==> config.mk <==
export PLATFORM = sky130hd
export DESIGN_NAME = vrpc_div_step
export DESIGN_NICKNAME = d
export VERILOG_FILES = /design/src/rtl/assert_macros.svh /design/src/rtl/vrpc_pkg.sv /design/src/rtl/vrpc_div_step.sv
export SDC_FILE = /design/constraint.sdc
export NUM_CORES = 1
export LEC_CHECK = 0
export ABC_AREA = 1
export ABC_CLOCK_PERIOD_IN_PS = 8000
export BUFFER_PORTS_ARGS = -buffer_cell sky130_fd_sc_hd__buf_4
export CORE_ASPECT_RATIO = 0.6
export CORE_MARGIN = 2
export CORE_UTILIZATION = 53
export CTS_CLUSTER_DIAMETER = 120
export CTS_CLUSTER_SIZE = 8
export DETAILED_ROUTE_END_ITERATION = 8
export GPL_TIMING_DRIVEN = 0
export MAX_ROUTING_LAYER = met4
export PLACE_DENSITY_LB_ADDON = 0.25
export SYNTH_ARGS = -nofsm -noshare
export SYNTH_HDL_FRONTEND = slang
export SYNTH_SLANG_ARGS = --single-unit
==> constraint.sdc <==
create_clock -name clock -period 8 [get_ports clock]
set_input_delay 1.2 -clock clock [delete_from_list [all_inputs] [get_ports clock]]
set_output_delay 1.2 -clock clock [all_outputs]
set_load 0.005 [all_outputs]
==> src/rtl/assert_macros.svh <==
// Assertion macros shared by the RTL
`ifndef ASSERT_MACROS_SVH
`define ASSERT_MACROS_SVH

// Implication checked on every clock edge outside reset
`define ASSERT_CLK(label, clk, rst, prop, msg) \
   label: assert property (@(posedge clk) disable iff (rst) (prop)) else $error(msg);

// Same, but also checked while reset is held
`define ASSERT_ALWAYS(label, clk, prop, msg) \
   label: assert property (@(posedge clk) (prop)) else $error(msg);

`endif

==> src/rtl/vrpc_pkg.sv <==
// Types and constants of the vertex rotate, project and clip pipeline
package vrpc_pkg;

   localparam int TRIG_W      = 18;
   localparam int ZOOM_W      = 12;
   localparam int WIN_W       = 11;
   localparam int WORLD_W     = 15;
   localparam int ROT_W       = 18;
   localparam int PIT_W       = 20;
   localparam int SH_W        = 22;
   localparam int REM_W       = 33;
   localparam int DEN_W       = 19;
   localparam int QUO_W       = 14;
   localparam int FAC_W       = 20;
   localparam int PRD_W       = SH_W + FAC_W;
   localparam int CRD_W       = 29;
   localparam int SCR_W       = 13;
   localparam int DEP_W       = 16;
   localparam int CSR_IDX_W   = 3;
   localparam int DIV_STEPS   = QUO_W / 2;

   localparam int ROT_SHIFT   = 16;
   localparam int ZOOM_SHIFT  = 11;
   localparam int PERSP_SHIFT = 14;
   localparam int PERSP_ONE   = 16384;
   localparam int COMP_KNEE   = PERSP_ONE / 16;

   typedef enum logic [CSR_IDX_W-1:0] {
      REG_COS_YAW     = 3'd0,
      REG_SIN_YAW     = 3'd1,
      REG_COS_PITCH   = 3'd2,
      REG_SIN_PITCH   = 3'd3,
      REG_ZOOM        = 3'd4,
      REG_PERSPECTIVE = 3'd5,
      REG_WIDTH       = 3'd6,
      REG_HEIGHT      = 3'd7
   } csr_reg_type;

   typedef struct packed {
      logic signed [TRIG_W-1:0] cos_yaw;
      logic signed [TRIG_W-1:0] sin_yaw;
      logic signed [TRIG_W-1:0] cos_pitch;
      logic signed [TRIG_W-1:0] sin_pitch;
   } rot_cfg_type;

   typedef struct packed {
      logic [REM_W-1:0]        rem;
      logic [DEN_W-1:0]        den;
      logic [QUO_W-1:0]        quo;
      logic                    comp;
      logic signed [PIT_W-1:0] d;
      logic signed [SH_W-1:0]  shx;
      logic signed [SH_W-1:0]  shy;
   } div_item_type;

endpackage

==> src/rtl/vrpc_div_step.sv <==
// One pipeline stage of the depth compression divider: two quotient bits
module vrpc_div_step import vrpc_pkg::*; #(
   parameter int TOP_BIT = 13
) (
   input  logic         clock,
   input  logic         reset,
   input  logic         in_valid,
   output logic         in_ready,
   input  div_item_type in_item,
   output logic         out_valid,
   input  logic         out_ready,
   output div_item_type out_item
);

   logic         valid_ff;
   div_item_type item_ff;
   div_item_type item_in;
   logic         en;

   assign en       = !valid_ff || out_ready;
   assign in_ready = en;

   // restoring division: subtract the shifted divisor where it fits
   always_comb begin
      logic [REM_W-1:0] sub;
      item_in = in_item;
      for (int j = 0; j < 2; j++) begin
         sub = REM_W'(in_item.den) << (TOP_BIT - j);
         if (item_in.rem >= sub) begin
            item_in.rem = item_in.rem - sub;
            item_in.quo[TOP_BIT - j] = 1'b1;
         end
      end
   end

   always_ff @(posedge clock) begin
      if (reset) begin
         valid_ff <= 1'b0;
      end else if (en) begin
         valid_ff <= in_valid;
      end
   end

   always_ff @(posedge clock) begin
      if (en) begin
         item_ff <= item_in;
      end
   end

   assign out_valid = valid_ff;
   assign out_item  = item_ff;

endmodule
==> key figures <==
Floorplanning
  – I/O pin total: 268
  – Die area: 0.0139 mm^2
  – Initial Utilization: 53.8%
  – Core Rows: 32
  – Chip width: 151 um
  – Vertical die dimension: 92.1 um
  – Core box area: 0.0127 mm^2

Synthesis
  – Count of yosys warnings during synthesis: 0
  – Total nets after synthesis: 849
  – Number of distinct library cells after synthesis: 39
  – Mapped Cells: 674
  – Most used flip-flop cell after synthesis: edfxtp_1
  – Syn Area/Cell: 10.2 um^2
  – Flop and latch count out of synthesis: 132
  – Number of enable-type register cells in the synthesized netlist: 131
  – Fraction of registers with async set/reset: 0%
  – Post-synthesis instance area: 0.00685 mm^2
  – Proportion of synthesized chip area in sequential cells: 57.7%

STA
  – Setup slack after layout: 2.43 ns
  – Post-route setup TNS: 0 ns
  – Headroom to the max-slew limit: 53.4%
  – Transition time of the tightest slew-check pin: 0.692 ns
  – Final setup viols: 0
  – Number of pins with negative max-slew slack in the final report: 0
  – Share of the cycle needed by the critical path after routing: 69.6%
  – Fmax: 180 MHz
  – Minimum clock period after layout: 5.57 ns
  – Final-report hold violation count: 0
  – Unrepaired setup endpoints after global routing: false
  – Layout Skew: 0.00916 ns

Worst setup path
  – Slowest cell on the critical path: fa_1
  – Nature of the critical path endpoint: flop
  – Critical Path Start Type: input pin
  – Dominant cell type by count on the critical path: nand2_1
  – Maximum fanout along the worst path: 10
  – Arrival time worst endpoint: 5.73 ns
  – Start-to-end type of the worst setup path: in -> reg
  – Critical Path RT: 8.17 ns
  – Slowest Stage Delay on Critical Path: 0.47 ns

Placed design
  – Dpl hpwl: 16200 um
  – Placer Congestion: 0.984
  – Buffers added on ports: 267
  – Setup slack at placement: 2.15 ns
  – Total instance count after detailed placement: 1113

Finish
  – Layout net count: 1137
  – Final std cells w/o fill: 1145
  – Antenna fix cells: 0
  – Filler cell count: 869
  – Leading cell types in the layout, fill and taps excluded: 268 x buf_4, 198 x nand2_1, 131 x edfxtp_1
  – Area used by multi-input combinational logic: 0.00256 mm^2
  – Fraction of final layout cells sized beyond drive strength 1: 35.0%
  – Area overhead of the layout relative to synthesis: 41.7%
  – Area of all sequential standard cells: 0.00395 mm^2
  – Most common cell after layout, fill and taps aside: buf_4

CTS
  – Post-cts repair resize count: 0
  – H-tree levels: 4
  – Clock slew seen by the registers of the worst setup and hold paths: 0.06 ns
  – Hold bufs inserted after CTS: 0
  – TritonCTS Buffers: 17
  – CTS Sinks: 132
  – Clock latency of the later-clocked register in the worst-skew pair: 0.42 ns
  – Number of buffers on the longest clock path: 2
  – Root Buffer Master: clkbuf_16
  – Setup Fix Bufs, Post-CTS: 0
  – Clock tree from TritonCTS: yes

Global routing
  – Overall global routing resource usage: 31.0%
  – Vias in the first global route: 5407
  – Initial antenna violation count: 0
  – Global route overflow: 0
  – Wire length of the first global-routing pass: 30800 um
  – Largest net degree at the start of global routing: 47

Run status
  – Outcome: finished clean

Drt
  – Number of vias per cell: 5.24
  – Average wire length per cell after detail routing: 18.5 um
  – Detailed Routing Iterations Pass 1: 5
  – Residual antenna-violating net count after detailed routing: 0
  – DRC violation total after the first TritonRoute iteration: 483
  – DRC errors left: 0
  – Vias after detailed routing: 6005
  – Wirelength, routed: 21200 um

Hold path
  – Path category of the worst min-delay check: in -> reg

Job
  – Max-cap violations: 0

Power and ir drop
  – Leakage power figure: 4.67 nW
  – Power per cell area: 243 mW/mm^2
  – Max VDD drop: 159 uV
cell type report:
cell class	count	share of cell area (%)
tap	170	2.19
buffer	7	0.541
clock inverter	14	1.71
clock buffer	18	4.42
inverter	77	2.98
timing repair buffer	269	21.0
multi-input combinational	458	26.4
sequential	132	40.7
report_power, final:
part           internal, mW  total, mW  switching (mW)
clock                 0.469      0.800           0.331
combinational         0.294      0.658           0.364
sequential            0.874      0.902          0.0278
per-layer routing:
| layer | track usage [%] | part of all wire (%) | wire length, um |
|---|---|---|---|
| met4 | 6.85 | 1.0 | 222 |
| met1 | 41.5 | 41 | 8600 |
| met3 | 11.0 | 12 | 2630 |
| met2 | 45.7 | 46 | 9720 |
| met5 | - | 0 | 0 |
cells by family after synthesis:
| group | after synthesis | synth area share [%] |
|---|---|---|
| and+or+nand+nor | 321 | 20.7 |
| adders and majority gates | 40 | 7.52 |
| AOI/OAI and AO/OA | 69 | 5.51 |
| buffers and inverters | 84 | 4.98 |
| DFF | 132 | 57.7 |
| xor gates and xnor gates | 28 | 3.58 |
sequential cells by signal, indices dropped and copies added, names as in the netlist:
name and cells:
out_item 131, out_valid 1
per-stage QoR:
step	hold slack, ns	area, um^2	total power, mW	utilization, %
finish	0.929	9710	2.36	76.3
global placement	1.36	9070	1.54	71.2
detailed placement	1.02	9120	1.56	71.6
global route	0.931	9710	2.47	76.3
CTS	0.926	9710	2.36	76.3
floorplan	1.27	6850	1.26	-
synthesized netlist by cell type (2+ instances only):
master / n / area (um^2)
a21o_1: 3 / 22.5
a21oi_1: 32 / 160
a31oi_1: 4 / 25.0
buf_2: 3 / 15.0
edfxtp_1: 131 / 3930
fa_1: 2 / 40.0
ha_1: 38 / 475
inv_1: 68 / 255
inv_2: 9 / 33.8
nand2_1: 199 / 747
nand2_2: 11 / 68.8
nand2_4: 2 / 22.5
nand3_1: 30 / 150
nand3_2: 2 / 20.0
nand3b_1: 5 / 37.5
nand4_1: 7 / 43.8
nor2_1: 45 / 169
nor2_4: 2 / 22.5
nor3_1: 4 / 20.0
nor4_1: 3 / 18.8
o21ai_0: 16 / 80.1
o21ai_1: 6 / 30.0
o21bai_1: 6 / 45.0
or2_2: 5 / 31.3
xnor2_1: 9 / 78.8
xor2_1: 19 / 166
critical path, delay by kind of cell:
family                   cells  cell delay [ns]
AO/OA/AOI/OAI                3             0.82
adder cells (fa/ha/maj)      3             0.99
buffers and inverters        7             1.15
AND/OR/NAND/NOR             17             1.56
final timing paths:
kind | startpoint | to | slack, ns | depth (start not counted)
setup / recovery | in_item[111] | out_item[124] | 2.43 | 30
hold / removal | reset | out_valid | 0.93 | 2
setup reg to reg | out_valid | out_item[55] | 6.52 | 2
hold reg to reg | out_valid | out_item[23] | 1.02 | 1
No activity file was read; power rests on OpenSTA's default activity.
